--- config.mk ---
export PLATFORM = sky130hd
export DESIGN_NAME = svr_front
export DESIGN_NICKNAME = d
export VERILOG_FILES = /design/src/rtl/svr_pkg.sv /design/src/rtl/svr_front.sv
export SDC_FILE = /design/constraint.sdc
export NUM_CORES = 1
export LEC_CHECK = 0
export BUFFER_PORTS_ARGS = -buffer_cell sky130_fd_sc_hd__buf_2
export CAP_MARGIN = 40
export CELL_PAD_IN_SITES_DETAIL_PLACEMENT = 1
export CELL_PAD_IN_SITES_GLOBAL_PLACEMENT = 2
export CORE_MARGIN = 5
export CORE_UTILIZATION = 35
export CTS_BUF_LIST = sky130_fd_sc_hd__clkbuf_8
export DETAILED_ROUTE_END_ITERATION = 10
export PLACE_DENSITY_LB_ADDON = 0.1
export SLEW_MARGIN = 10
export SYNTH_ARGS = -nofsm -noshare
export SYNTH_HDL_FRONTEND = slang
export SYNTH_SLANG_ARGS = --single-unit
--- constraint.sdc ---
create_clock -name clk -period 8.3 [get_ports clk]
set_input_delay 0.83 -clock clk [delete_from_list [all_inputs] [get_ports clk]]
set_output_delay 0.83 -clock clk [all_outputs]
set_load 0.02 [all_outputs]
--- src/rtl/svr_pkg.sv ---
// shared types and constants of the serial attribute video renderer
package svr_pkg;

    localparam int CHARSET_DEPTH = 4096;
    localparam int CHARSET_AW    = $clog2(CHARSET_DEPTH);
    localparam int CHARSET_W     = 6;
    localparam int VISIBLE_LINES = 224;
    localparam int LINES_FIFTY   = 308 + 4;
    localparam int LINES_SIXTY   = 260 + 4;
    localparam int HIRES_LIMIT   = 200;
    localparam int START_FIFTY   = (LINES_FIFTY - VISIBLE_LINES) / 2;
    localparam int START_SIXTY   = (LINES_SIXTY - VISIBLE_LINES) / 2;

    localparam int QUEUE_DEPTH = 4;
    localparam int QUEUE_AW    = $clog2(QUEUE_DEPTH);
    localparam int QUEUE_CW    = $clog2(QUEUE_DEPTH + 1);

    localparam int IN_DATA_W  = 24;
    localparam int IN_USER_W  = 2;
    localparam int OUT_DATA_W = 32;

    typedef enum logic [1:0] {
        CMD_TICK    = 2'd0,
        CMD_CELL    = 2'd1,
        CMD_CHARSET = 2'd2,
        CMD_NONE    = 2'd3
    } cmd_t;

    typedef enum logic [1:0] {
        ATTR_FORE = 2'd0,
        ATTR_TEXT = 2'd1,
        ATTR_BACK = 2'd2,
        ATTR_MODE = 2'd3
    } attr_kind_t;

    typedef struct packed {
        logic       hires_fetch;
        logic       frame_start;
        logic       line_visible;
        logic [7:0] screen_line;
        logic [2:0] mode_bits;
    } status_t;

    typedef struct packed {
        logic [5:0] pattern;
        logic [2:0] fg;
        logic [2:0] bg;
        status_t    status;
    } render_t;

    typedef struct packed {
        logic [QUEUE_CW-1:0] fill;
        logic                empty;
    } queue_status_t;

endpackage

--- src/rtl/svr_front.sv ---
// front end: accepts items, keeps raster and attribute state, issues charset reads
module svr_front (
    input  logic                          clk,
    input  logic                          rst_n,
    input  logic                          s_axis_tvalid,
    output logic                          s_axis_tready,
    input  logic [svr_pkg::IN_DATA_W-1:0] s_axis_tdata,
    input  logic [svr_pkg::IN_USER_W-1:0] s_axis_tuser,
    input  svr_pkg::queue_status_t        q_status,
    output logic                          push,
    output svr_pkg::render_t              push_item,
    output logic                          ram_we,
    output logic [svr_pkg::CHARSET_AW-1:0] ram_waddr,
    output logic [svr_pkg::CHARSET_W-1:0] ram_wdata,
    output logic [svr_pkg::CHARSET_AW-1:0] ram_raddr,
    input  logic [svr_pkg::CHARSET_W-1:0] ram_rdata
);

    // architectural state
    logic [8:0] raster_reg, raster_next;
    logic       rate_reg, rate_next;
    logic [4:0] frame_reg, frame_next;
    logic [2:0] fore_reg, fore_next;
    logic [2:0] back_reg, back_next;
    logic [2:0] flags_reg, flags_next;
    logic [2:0] mode_reg, mode_next;
    logic [2:0] row_reg, row_next;
    logic [7:0] line_reg, line_next;

    // stage aligned with the ram read
    logic             stage_valid_reg;
    logic             stage_use_ram_reg, stage_use_ram_next;
    logic             stage_mask_reg, stage_mask_next;
    svr_pkg::render_t stage_item_reg, stage_item_next;

    svr_pkg::cmd_t         cmd;
    svr_pkg::attr_kind_t   kind;
    logic [7:0]            cell_byte;
    logic [11:0]           char_addr;
    logic                  accept;
    logic [svr_pkg::QUEUE_CW:0] occupancy;
    logic [8:0]            rc_inc;
    logic [8:0]            flen;
    logic                  wrap;
    logic [8:0]            start_next;
    logic [9:0]            stop_next;
    logic                  vis_next;
    logic                  hires_now;
    logic [11:0]           char_index;

    assign cmd       = svr_pkg::cmd_t'(s_axis_tuser);
    assign cell_byte = s_axis_tdata[7:0];
    assign char_addr = s_axis_tdata[19:8];
    assign kind      = svr_pkg::attr_kind_t'(cell_byte[4:3]);

    // room for the item in flight as well as the new one
    assign occupancy = {1'b0, q_status.fill} + {{svr_pkg::QUEUE_CW{1'b0}}, stage_valid_reg};
    assign s_axis_tready = occupancy < (svr_pkg::QUEUE_CW + 1)'(svr_pkg::QUEUE_DEPTH);
    assign accept    = s_axis_tvalid && s_axis_tready;

    assign rc_inc    = raster_reg + 9'd1;
    assign flen      = rate_reg ? 9'(svr_pkg::LINES_FIFTY) : 9'(svr_pkg::LINES_SIXTY);
    assign wrap      = rc_inc >= flen;
    assign hires_now = (line_reg < 8'(svr_pkg::HIRES_LIMIT)) && mode_reg[2];

    assign char_index = {mode_reg[2], flags_reg[0], cell_byte[6:0], row_reg};
    assign ram_raddr  = char_index[svr_pkg::CHARSET_AW-1:0];
    assign ram_we     = accept && (cmd == svr_pkg::CMD_CHARSET);
    assign ram_waddr  = char_addr[svr_pkg::CHARSET_AW-1:0];
    assign ram_wdata  = cell_byte[5:0];

    always_comb
    begin
        raster_next = raster_reg;
        rate_next   = rate_reg;
        frame_next  = frame_reg;
        fore_next   = fore_reg;
        back_next   = back_reg;
        flags_next  = flags_reg;
        mode_next   = mode_reg;
        row_next    = row_reg;
        line_next   = line_reg;
        stage_use_ram_next = 1'b0;
        stage_mask_next    = frame_reg[4] | ~flags_reg[2];
        stage_item_next    = '0;

        if (accept)
        begin
            case (cmd)
                svr_pkg::CMD_TICK:
                begin
                    if (wrap)
                    begin
                        raster_next = '0;
                        frame_next  = frame_reg + 5'd1;
                        rate_next   = mode_reg[1];
                    end
                    else
                    begin
                        raster_next = rc_inc;
                    end
                end
                svr_pkg::CMD_CELL:
                begin
                    if (cell_byte[6:5] == 2'b00)
                    begin
                        case (kind)
                            svr_pkg::ATTR_FORE: fore_next = cell_byte[2:0];
                            svr_pkg::ATTR_TEXT:
                            begin
                                flags_next = cell_byte[2:0];
                                row_next   = cell_byte[1] ? line_reg[3:1] : line_reg[2:0];
                            end
                            svr_pkg::ATTR_BACK: back_next = cell_byte[2:0];
                            svr_pkg::ATTR_MODE: mode_next = cell_byte[2:0];
                            default:            mode_next = cell_byte[2:0];
                        endcase
                    end
                    else if (hires_now)
                    begin
                        stage_item_next.pattern = cell_byte[5:0] & {6{stage_mask_next}};
                    end
                    else
                    begin
                        stage_use_ram_next = 1'b1;
                    end
                    stage_item_next.fg = fore_next ^ {3{cell_byte[7]}};
                    stage_item_next.bg = back_next ^ {3{cell_byte[7]}};
                end
                default:
                begin
                end
            endcase
        end

        // visible window from the updated counter and rate
        start_next = rate_next ? 9'(svr_pkg::START_FIFTY) : 9'(svr_pkg::START_SIXTY);
        stop_next  = {1'b0, start_next} + 10'(svr_pkg::VISIBLE_LINES);
        vis_next   = (raster_next >= start_next) && ({1'b0, raster_next} < stop_next);

        if (accept && (cmd == svr_pkg::CMD_TICK) && vis_next)
        begin
            line_next  = 8'(raster_next - start_next);
            fore_next  = 3'd7;
            back_next  = 3'd0;
            flags_next = 3'd0;
            row_next   = line_next[2:0];
        end

        stage_item_next.status.hires_fetch  =
            (line_next < 8'(svr_pkg::HIRES_LIMIT)) && mode_next[2];
        stage_item_next.status.frame_start  = (cmd == svr_pkg::CMD_TICK) && wrap;
        stage_item_next.status.line_visible = vis_next;
        stage_item_next.status.screen_line  = line_next;
        stage_item_next.status.mode_bits    = mode_next;
    end

    always_ff @(posedge clk or negedge rst_n)
    begin
        if (!rst_n)
        begin
            raster_reg      <= '0;
            rate_reg        <= 1'b1;
            frame_reg       <= '0;
            fore_reg        <= 3'd7;
            back_reg        <= '0;
            flags_reg       <= '0;
            mode_reg        <= 3'd2;
            row_reg         <= '0;
            line_reg        <= '0;
            stage_valid_reg <= 1'b0;
        end
        else
        begin
            raster_reg      <= raster_next;
            rate_reg        <= rate_next;
            frame_reg       <= frame_next;
            fore_reg        <= fore_next;
            back_reg        <= back_next;
            flags_reg       <= flags_next;
            mode_reg        <= mode_next;
            row_reg         <= row_next;
            line_reg        <= line_next;
            stage_valid_reg <= accept;
        end
    end

    always_ff @(posedge clk)
    begin
        stage_use_ram_reg <= stage_use_ram_next;
        stage_mask_reg    <= stage_mask_next;
        stage_item_reg    <= stage_item_next;
    end

    // charset pattern joins the item as the ram data arrives
    always_comb
    begin
        push_item = stage_item_reg;
        if (stage_use_ram_reg)
        begin
            push_item.pattern = ram_rdata & {6{stage_mask_reg}};
        end
    end

    assign push = stage_valid_reg;

endmodule

==> out/qor.txt, run 1 <==
Setup TNS - 0 ns
synthesized instance count - 376
post-synthesis compound-gate area fraction - 12.7%
GR Util met1 - 18.3%
Max Fclk - 190 MHz
post-synthesis xor/xnor area fraction - 4.56%
Worst Path Buf+Inv - 1
H-tree level count - 3
max reg flops - 20
clk buf depth - 2
GPL Wtd Cong - 0.746
cts hold-fix bufs - 0
initial antenna violation count - 0
Setup Skew - 0.0110 ns
number of DRC markers in iteration 0 - 79
Die H - 112 µm
sequential element share of the synthesized area - 41.6%
clk slew on worst S/H paths - 0.08 ns
largest family of logic cells by synthesized area - simple AND/OR/NAND/NOR gates
final critical-path share of the clock period - 63.4%
final core occ - 39.1%
Final setup viols - 0
Crit path arrival time - 5.48 ns
slowest CP cell - dfrtp_1
n_diodes - 0
Layout area overhead - 9.81%
vias in the first global route - 2874
crit path time final - 5.26 ns
Yosys warnings - 0
Post-Synth Adder-Cell Area - 3.64%
die area - 0.0126 mm²
initial core utilization - 35.6%
Avg WL per Cell - 16.8 µm
Core ar. - 0.0102 mm²
# nets final - 451
Post-Route WL - 9130 µm
EDFF count, synth - 0
std cell rows - 37
grt peak-use layer - met2
CP delay by family, top - compound AO/OA/AOI/OAI gates
I/O Pins - 98
maximum number of pins on one net before global-route repair - 25
Cell variety after synth - 61
Worst Path Required - 8.52 ns
CP Cell Sequence - ha_1 -> nand3_1 -> xnor2_1 -> ha_1 -> o21ai_0 -> o221ai_1 -> o21ai_0 -> nor2b_1 -> o21ai_0 -> o41ai_1 -> buf_4 -> ha_1 -> o211ai_1 -> o2111ai_1 -> a21o_1 -> o21ai_2 -> nor2_4 -> mux2_2
mean area per synthesized cell - 9.70 µm²
Tot GR Track Use - 14.8%
Final Hold Fails - 0
crit-path max cell delay - 0.56 ns
met2 Use GR - 25.7%
Async SR Flop Fraction - 57.6%
synthesized flop and latch total - 66
worst skew pair latency - 0.34 ns
Clock Sinks - 66
CP endpoint kind - register
PostCTS Resize Cnt - 0
pwr dens - 218 mW/mm²
# Post-CTS Setup Buffers - 0
Startpoint Class - register
CTS tree - yes
post-DP HPWL - 7020 µm
first drt pass iteration count - 4
Crit Path Class - register to register
Root Buffer - clkbuf_8
peak supply drop - 0.0798 mV
DRC Markers - 0
routed vias - 2715
Via density - 5.00
Die X-Extent - 112 µm
worst-path maximum fanout - 17
Detail Route Antenna Nets - 0
Inserted Clock Buffers - 9
main flop type after synthesis - dfrtp_1
Post-Synth Simple-Gate Area - 16.5%
worst rel slew slack - 40.9%
cell area after synthesis - 0.00365 mm²
Hold Crit Class - input port to asynchronous set/reset pin
GR Layer Usage met3 - 4.20%
layout cell share with drive strength beyond 1 - 29.2%
gr ovfl total - 0
unrepaired setup endpoints after global routing - no
Syn Nets - 425
Leak - 1.84 nW
max-slew violations - 0
Slew @ Worst Pin - 0.880 ns
first-pass GRT wire length - 15100 µm
port bufs - 68
post-synthesis mux area share - 8.16%
status - finished clean
total power - 0.875 mW
Max-cap violations - 0
-- final timing paths --
| kind | from | end | slack (ns) | cells past startpoint |
|---|---|---|---|---|
| max in group asynchronous | rst_n | mode_reg[1] | 7.35 | 2 |
| max | raster_reg[0] | line_reg[2] | 3.04 | 18 |
| min reg2reg | frame_reg[4] | frame_reg[4] | 0.46 | 1 |
| min | rst_n | raster_reg[5] | 0.40 | 1 |
| min in group clk | frame_reg[4] | frame_reg[4] | 0.46 | 1 |
| max reg2reg | raster_reg[0] | line_reg[2] | 3.04 | 18 |
-- placed cells by master (no fill, tap or decap), types with 3 or more instances in the layout --
cell type and instances:
buf_2 69, dfrtp_1 33, dfxtp_1 28, nand2_1 26, o21ai_0 24, nor2_1 22
nand3_1 18, inv_1 17, mux2i_1 17, xnor2_1 10, mux2_2 10, clkbuf_8 10
xor2_1 9, a21oi_1 9, ha_1 9, and2_1 8, nand4_1 6, dfstp_2 5
nor4b_1 4, o21a_1 3, nor3_1 3, o31a_1 3, a31oi_1 3, nor4_2 3
a211oi_1 3, nor3b_1 3, buf_4 3
-- where the power goes --
part / internal [mW] / leakage, nW / switching (mW) / total [mW]
clock: 0.148 / 0.103 / 0.135 / 0.283
combinational: 0.0768 / 1.02 / 0.118 / 0.195
sequential: 0.362 / 0.717 / 0.0356 / 0.398
-- Yosys cell counts, drive strengths merged, types with 4 or more instances --
cell type  instances  area share [%]
nor2              24             2.7
ha                 9             3.1
nor3               4            0.86
nor4               5             1.4
and2               8             1.4
nand4              6             1.0
mux2i             17             4.7
dfstp              5             3.6
dfxtp             28              15
o21ai             27             3.9
inv               17             1.7
nand3             18             2.5
clkbuf             7            0.72
xnor2             10             2.4
a21oi              9             1.2
nor4b              4            0.96
xor2               9             2.2
nand2             26             2.7
buf               51              10
mux2              11             3.5
dfrtp             33              23
-- layout make-up --
| class | instances | area, µm² |
|---|---|---|
| flip-flops and latches | 66 | 1520 |
| clock inverters | 6 | 65.1 |
| fillers | 1180 | 6230 |
| clock buffers | 10 | 138 |
| inverters | 17 | 63.8 |
| well taps | 136 | 170 |
| multi-input cells | 235 | 1660 |
| repair buffers | 73 | 388 |
-- stage by stage --
step	cells	setup WS [ns]	cell area (µm²)	hold slack (ns)
after global routing	543	2.55	4010	0.415
after floorplan	376	4.01	3650	0.430
after global placement	525	3.06	3780	0.455
after CTS	543	2.99	4010	0.399
after detailed placement	527	3.01	3800	0.455
final	543	3.04	4010	0.397
-- kinds of logic (layout without fill, tap and decap cells) --
group / after synthesis / in the layout
AND/OR/NAND/NOR: 110 / 110
buffers and inverters: 75 / 106
AO/OA/AOI/OAI: 68 / 68
flip-flops: 66 / 66
multiplexers: 28 / 28
XOR/XNOR: 19 / 19
adder cells (fa/ha/maj): 10 / 10
-- per-layer routing --
layer | wire [µm] | part of all wire, % | up-vias
met2 | 4490 | 49 | 64
li1 | - | - | 1322
met5 | 0 | 0 | -
met1 | 4040 | 44 | 1323
met3 | 527 | 5.8 | 6
met4 | 70 | 0.77 | 0
No activity file was read; power rests on OpenSTA's default activity.
==> inputs of run 2 (changes only) <==
--- a/config.mk
+++ b/config.mk
@@ -10,7 +10,7 @@
 export CELL_PAD_IN_SITES_DETAIL_PLACEMENT = 1
 export CELL_PAD_IN_SITES_GLOBAL_PLACEMENT = 2
 export CORE_MARGIN = 5
-export CORE_UTILIZATION = 35
+export CORE_UTILIZATION = 33
 export CTS_BUF_LIST = sky130_fd_sc_hd__clkbuf_8
 export DETAILED_ROUTE_END_ITERATION = 10
 export PLACE_DENSITY_LB_ADDON = 0.1
==> constraint.sdc (replaced) <==
create_clock -name clk -period 5.04 [get_ports clk]
set_input_delay 0.504 -clock clk [delete_from_list [all_inputs] [get_ports clk]]
set_output_delay 0.504 -clock clk [all_outputs]
set_load 0.02 [all_outputs]
==> run 2 against run 1 <==
  * Non-clock buffer count is 16 higher
  * Sequential power is 65% higher
  * Global-route usage hardly changed
  * Combinational power is 75% higher
  * Critical endpoint is now line_reg[4]
  * Power is 71% higher
  * Worst hold slack worse by 0.28 ns
  * Wire length is 2.6% higher
  * Critical path depth is 2 higher
  * Cell count is 3.7% higher
  * Clock-buffer cell count stayed put
  * Worst setup slack worse by 2.5 ns
  * Register-to-register slack worse by 2.5 ns
==> out/qor.txt, run 2 (same netlist as run 1, synthesis figures left out) <==
status - finished clean (unchanged)
internal power - 1.02 mW (was 0.586 mW)
Leak - 1.93 nW (was 1.84 nW)
area of the multi-input gates - 0.00166 mm² (unchanged)
sequential power share - 43.8% (was 45.5%)
Via density - 5.00 (about the same)
M1 WL - 4250 µm (was 4040 µm)
Worst Path Required - 5.25 ns (was 8.52 ns)
Core ar. - 0.0108 mm² (was 0.0102 mm²)
cts hold-fix bufs - 0 (unchanged)
Clock Sinks - 66 (unchanged)
final critical-path share of the clock period - 89.1% (was 63.4%)
unrepaired setup endpoints after global routing - no (unchanged)
Max-cap violations - 0 (unchanged)
worst-path maximum fanout - 9 (was 17)
met2 WL - 4480 µm (was 4490 µm)
port bufs - 68 (unchanged)
H-tree level count - 3 (unchanged)
GPL Wtd Cong - 0.752 (was 0.746)
Die X-Extent - 115 µm (was 112 µm)
commonest cells after routing, fill and taps aside - 69 x buf_2, 33 x dfrtp_1, 28 x dfxtp_1 (unchanged)
WL met3 - 463 µm (was 527 µm)
Final Hold Fails - 0 (unchanged)
commonest non-fill, non-tap cell in the layout - buf_2 (unchanged)
Post-Route WL - 9360 µm (was 9130 µm)
Startpoint Class - register (unchanged)
CTS tree - yes (unchanged)
combinational share of power - 22.7% (was 22.2%)
I/O Pins - 98 (unchanged)
Tot GR Track Use - 14.9% (was 14.8%)
Setup Skew - 0.0116 ns (was 0.0110 ns)
Fin Hold WS - 0.118 ns (was 0.397 ns)
routed vias - 2817 (was 2715)
Setup TNS - 0 ns (unchanged)
Hold Crit Class - input port to asynchronous set/reset pin (unchanged)
# Post-CTS Setup Buffers - 0 (unchanged)
peak supply drop - 0.104 mV (was 0.0798 mV)
gr ovfl total - 0 (unchanged)
DRC Markers - 0 (unchanged)
first-pass GRT wire length - 15500 µm (was 15100 µm)
clk buf depth - 2 (unchanged)
Root Buffer - clkbuf_8 (unchanged)
crit path time final - 4.49 ns (was 5.26 ns)
Die H - 115 µm (was 112 µm)
# fillers - 1267 (was 1180)
maximum number of pins on one net before global-route repair - 21 (was 25)
Avg WL per Cell - 16.6 µm (was 16.8 µm)
worst skew pair latency - 0.34 ns (about the same)
FF/Latch Area - 0.00152 mm² (unchanged)
n_diodes - 0 (unchanged)
clk slew on worst S/H paths - 0.08 ns (about the same)
pwr dens - 360 mW/mm² (was 218 mW/mm²)
clock power share - 33.4% (was 32.3%)
Final setup viols - 0 (unchanged)
max-slew violations - 0 (unchanged)
Max Fclk - 223 MHz (was 190 MHz)
post-DP HPWL - 7440 µm (was 7020 µm)
initial core utilization - 33.6% (was 35.6%)
vias in the first global route - 2982 (was 2874)
layout cell share with drive strength beyond 1 - 31.7% (was 29.2%)
Layout area overhead - 13.9% (was 9.81%)
Crit path arrival time - 4.70 ns (was 5.48 ns)
std cell rows - 38 (was 37)
Crit Path Class - register to register (unchanged)
max reg flops - 20 (unchanged)
Inserted Clock Buffers - 9 (unchanged)
highest metal used - met4 (unchanged)
CP endpoint kind - register (unchanged)
number of DRC markers in iteration 0 - 87 (was 79)
worst rel slew slack - 41.9% (was 40.9%)
PostCTS Resize Cnt - 0 (unchanged)
Sw Ratio - 31.9% (was 33.0%)
switching pwr - 0.477 mW (was 0.288 mW)
initial antenna violation count - 0 (unchanged)
die area - 0.0133 mm² (was 0.0126 mm²)
# nets final - 467 (was 451)
first drt pass iteration count - 4 (unchanged)
Detail Route Antenna Nets - 0 (unchanged)
Slew @ Worst Pin - 0.864 ns (was 0.880 ns)
run 2: worst paths after layout:
path / start / to / slack (ns) / cells past startpoint
min in group clk: s_axis_tuser[1] / push_item[12] / 0.41 / 2
max: raster_reg[1] / line_reg[4] / 0.55 / 20
min: rst_n / raster_reg[5] / 0.12 / 1
max reg2reg: raster_reg[1] / line_reg[4] / 0.55 / 20
max in group asynchronous: rst_n / mode_reg[1] / 4.36 / 2
min reg2reg: flags_reg[2] / stage_mask_reg / 0.47 / 1
run 2: area by class of cell:
type,instances,share of cell area [%]
Multi-Input combinational cell,235,40.0
Sequential cell,66,36.5
Timing Repair Buffer,89,12.4
Tap cell,140,4.22
Clock buffer,10,3.31
Clock inverter,6,1.96
Inverter,17,1.54
run 2: metrics by stage:
step,total power [mW],util [%],cell area (µm²),std cells,setup slack [ns]
floorplan,0.924,-,3650,376,0.752
global placement,1.00,36.0,3900,545,0.614
detailed placement,1.01,36.3,3940,547,0.535
CTS,1.53,38.3,4150,563,0.499
global route,1.59,38.3,4150,563,0.169
finish,1.50,38.3,4150,563,0.549
run 2: critical path, stage by stage (launching register included):
cell and delay [ns]:
dfrtp_1 0.52, ha_1 0.27, nand3_1 0.16, xnor2_1 0.17, ha_1 0.27, o21ai_0 0.09, o221ai_1 0.22, o21ai_0 0.30
nand2_1 0.15, nand2_1 0.06, nand2_1 0.08, o31a_1 0.23, inv_1 0.08, ha_1 0.24, a211oi_1 0.30, nand2_1 0.09
o21ai_1 0.26, o22ai_4 0.20, nor2_4 0.15, buf_4 0.16, mux2_2 0.36
run 2: metal layers:
metal	track usage (%)	vias up
li1	-	1351
met1	19.0	1383
met2	24.7	68
met3	3.21	15
met4	5.63	0
met5	0	-
run 2: power by group through the flow:
stage,Combinational (mW),Clock [mW],Sequential [mW]
after detailed placement,0.346,0,0.667
after floorplan,0.275,0,0.648
after CTS,0.347,0.520,0.658
final,0.341,0.500,0.656
after global placement,0.339,0,0.665
after global routing,0.381,0.546,0.666
==> inputs of run 3 (changes only) <==
--- a/config.mk
+++ b/config.mk
@@ -10,7 +10,7 @@
 export CELL_PAD_IN_SITES_DETAIL_PLACEMENT = 1
 export CELL_PAD_IN_SITES_GLOBAL_PLACEMENT = 2
 export CORE_MARGIN = 5
-export CORE_UTILIZATION = 33
+export CORE_UTILIZATION = 35
 export CTS_BUF_LIST = sky130_fd_sc_hd__clkbuf_8
 export DETAILED_ROUTE_END_ITERATION = 10
 export PLACE_DENSITY_LB_ADDON = 0.1
==> constraint.sdc (replaced) <==
create_clock -name clk -period 5.56 [get_ports clk]
set_input_delay 0.556 -clock clk [delete_from_list [all_inputs] [get_ports clk]]
set_output_delay 0.556 -clock clk [all_outputs]
set_load 0.02 [all_outputs]
==> run 3 against run 2 <==
  * Non-clock buffer count shrank 12
  * Clock power shrank 28%
  * Clock skew shrank 0.0018 ns
  * Sequential cell count unchanged
  * Critical path depth fell by 1
  * First-iteration DRC count increased by 34%
  * Utilization up 0.94 points
==> out/qor.txt, run 3 (same netlist as run 1, synthesis figures left out) <==
status - finished clean (unchanged)
Tot GR Track Use - 14.8% (was 14.9%)
worst-path maximum fanout - 15 (was 9)
Crit Path Class - register to register (unchanged)
sequential power share - 47.8% (was 43.8%)
Die X-Extent - 112 µm (was 115 µm)
total power - 1.25 mW (was 1.50 mW)
Inserted Clock Buffers - 9 (unchanged)
Leak - 1.85 nW (was 1.93 nW)
GPL Wtd Cong - 0.766 (was 0.752)
max-slew violations - 0 (unchanged)
clock power share - 29.0% (was 33.4%)
grt peak-use layer - met2 (unchanged)
Slew @ Worst Pin - 0.870 ns (was 0.864 ns)
CP Launch Point - raster_reg[0] (was raster_reg[1])
DRC Markers - 0 (unchanged)
Max-cap violations - 0 (unchanged)
port bufs - 68 (unchanged)
worst rel slew slack - 41.2% (was 41.9%)
Root Buffer - clkbuf_8 (unchanged)
H-tree level count - 3 (unchanged)
Startpoint Class - register (unchanged)
maximum number of pins on one net before global-route repair - 24 (was 21)
slowest CP cell - dfrtp_1 (unchanged)
combinational share of power - 23.1% (was 22.7%)
gr ovfl total - 0 (unchanged)
non-filler cells, final - 547 (was 563)
vias in the first global route - 2742 (was 2982)
CP delay by family, top - compound AO/OA/AOI/OAI gates (unchanged)
max reg flops - 20 (unchanged)
Layout area overhead - 10.1% (was 13.9%)
# nets final - 455 (was 467)
Core ar. - 0.0102 mm² (was 0.0108 mm²)
PostCTS Resize Cnt - 0 (unchanged)
final core occ - 39.3% (was 38.3%)
Worst Path Buf+Inv - 2 (unchanged)
layout cell share with drive strength beyond 1 - 29.7% (was 31.7%)
first-pass GRT wire length - 14800 µm (was 15500 µm)
Crit path arrival time - 5.12 ns (was 4.70 ns)
switching pwr - 0.430 mW (was 0.477 mW)
n_diodes - 0 (unchanged)
die area - 0.0126 mm² (was 0.0133 mm²)
post-DP HPWL - 7020 µm (was 7440 µm)
commonest non-fill, non-tap cell in the layout - buf_2 (unchanged)
Worst R2R Start - raster_reg[0] (was raster_reg[1])
initial antenna violation count - 0 (unchanged)
clk buf depth - 2 (unchanged)
Worst Path Required - 5.79 ns (was 5.25 ns)
CP Cell Sequence - ha_1 -> nand3_1 -> xnor2_1 -> ha_1 -> o21ai_0 -> o221ai_1 -> o21ai_0 -> nor2b_1 -> o21ai_0 -> o41ai_1 -> buf_4 -> ha_1 -> o211ai_1 -> o2111ai_1 -> a21o_1 -> o21ai_2 -> nor2_4 -> buf_12 -> mux2_2 (was ha_1 -> nand3_1 -> xnor2_1 -> ha_1 -> o21ai_0 -> o221ai_1 -> o21ai_0 -> nand2_1 -> nand2_1 -> nand2_1 -> o31a_1 -> inv_1 -> ha_1 -> a211oi_1 -> nand2_1 -> o21ai_1 -> o22ai_4 -> nor2_4 -> buf_4 -> mux2_2)
clk slew on worst S/H paths - 0.08 ns (about the same)
Clock Sinks - 66 (unchanged)
Sw Ratio - 34.5% (was 31.9%)
internal power - 0.816 mW (was 1.02 mW)
unrepaired setup endpoints after global routing - no (unchanged)
peak supply drop - 0.0905 mV (was 0.104 mV)
CTS tree - yes (unchanged)
Hold Crit Class - input port to asynchronous set/reset pin (unchanged)
Die H - 112 µm (was 115 µm)
Final Hold Fails - 0 (unchanged)
dpl cells - 531 (was 547)
GR Util met1 - 18.2% (was 19.0%)
Via density - 4.93 (was 5.00)
cts hold-fix bufs - 0 (unchanged)
Setup TNS - 0 ns (unchanged)
first drt pass iteration count - 4 (unchanged)
std cell rows - 37 (was 38)
I/O Pins - 98 (unchanged)
worst skew pair latency - 0.35 ns (was 0.34 ns)
Avg WL per Cell - 16.5 µm (was 16.6 µm)
number of DRC markers in iteration 0 - 117 (was 87)
initial core utilization - 35.6% (was 33.6%)
Post-Route WL - 9050 µm (was 9360 µm)
final critical-path share of the clock period - 88.0% (was 89.1%)
routed vias - 2697 (was 2817)
Detail Route Antenna Nets - 0 (unchanged)
met2 Use GR - 25.0% (was 24.7%)
Max Fclk - 204 MHz (was 223 MHz)
CP endpoint kind - register (unchanged)
pwr dens - 310 mW/mm² (was 360 mW/mm²)
# Post-CTS Setup Buffers - 0 (unchanged)
GR Layer Usage met3 - 3.40% (was 3.21%)
crit path time final - 4.89 ns (was 4.49 ns)
Final setup viols - 0 (unchanged)
crit-path max cell delay - 0.58 ns (was 0.52 ns)
commonest cells after routing, fill and taps aside - 69 x buf_2, 33 x dfrtp_1, 28 x dfxtp_1 (unchanged)
Setup Skew - 0.00987 ns (was 0.0116 ns)
==> run 3: cell types whose count changed in the layout (fill, tap and decap cells not counted), sizes merged <==
cell    delta
clkbuf     -1
buf       -12
clkinv     +3
bufinv     -2
==> run 3: final cells by class <==
cell class / instances / area (µm²)
Clock buffer: 9 / 124
Clock inverter: 7 / 47.5
Fill cell: 1215 / 6210
Inverter: 17 / 63.8
Multi-Input combinational cell: 235 / 1660
Sequential cell: 66 / 1520
Tap cell: 136 / 170
Timing Repair Buffer: 77 / 430
==> run 3: power by group through the flow <==
stage	combinational, mW	sequential (mW)	clock [mW]
floorplan	0.250	0.588	0
global placement	0.290	0.603	0
detailed placement	0.296	0.604	0
CTS	0.297	0.595	0.381
global route	0.326	0.605	0.398
finish	0.289	0.596	0.362
==> run 3: worst paths after layout <==
path,depth (start not counted),slack (ns),end
worst max-delay path,19,0.67,line_reg[5]
worst min-delay path,1,0.12,raster_reg[5]
worst max register to register,19,0.67,line_reg[5]
worst min register to register,1,0.47,stage_mask_reg
max in group asynchronous,2,4.88,fore_reg[0]
min in group clk,2,0.44,push_item[12]
==> run 3: routing by layer <==
layer | part of all wire (%) | up-vias
met5 | 0 | -
met4 | 1.8 | 0
met3 | 4.8 | 13
met2 | 48 | 54
met1 | 45 | 1297
li1 | - | 1333
==> run 3: stage by stage <==
stage / area [µm²] / hold slack (ns) / setup slack, ns
3_3_place_gp: 3820 / 0.461 / 0.732
2_1_floorplan: 3650 / 0.260 / 1.27
3_5_place_dp: 3840 / 0.467 / 0.642
6_report: 4020 / 0.123 / 0.666
5_1_grt: 4020 / 0.153 / 0.223
4_1_cts: 4020 / 0.121 / 0.614
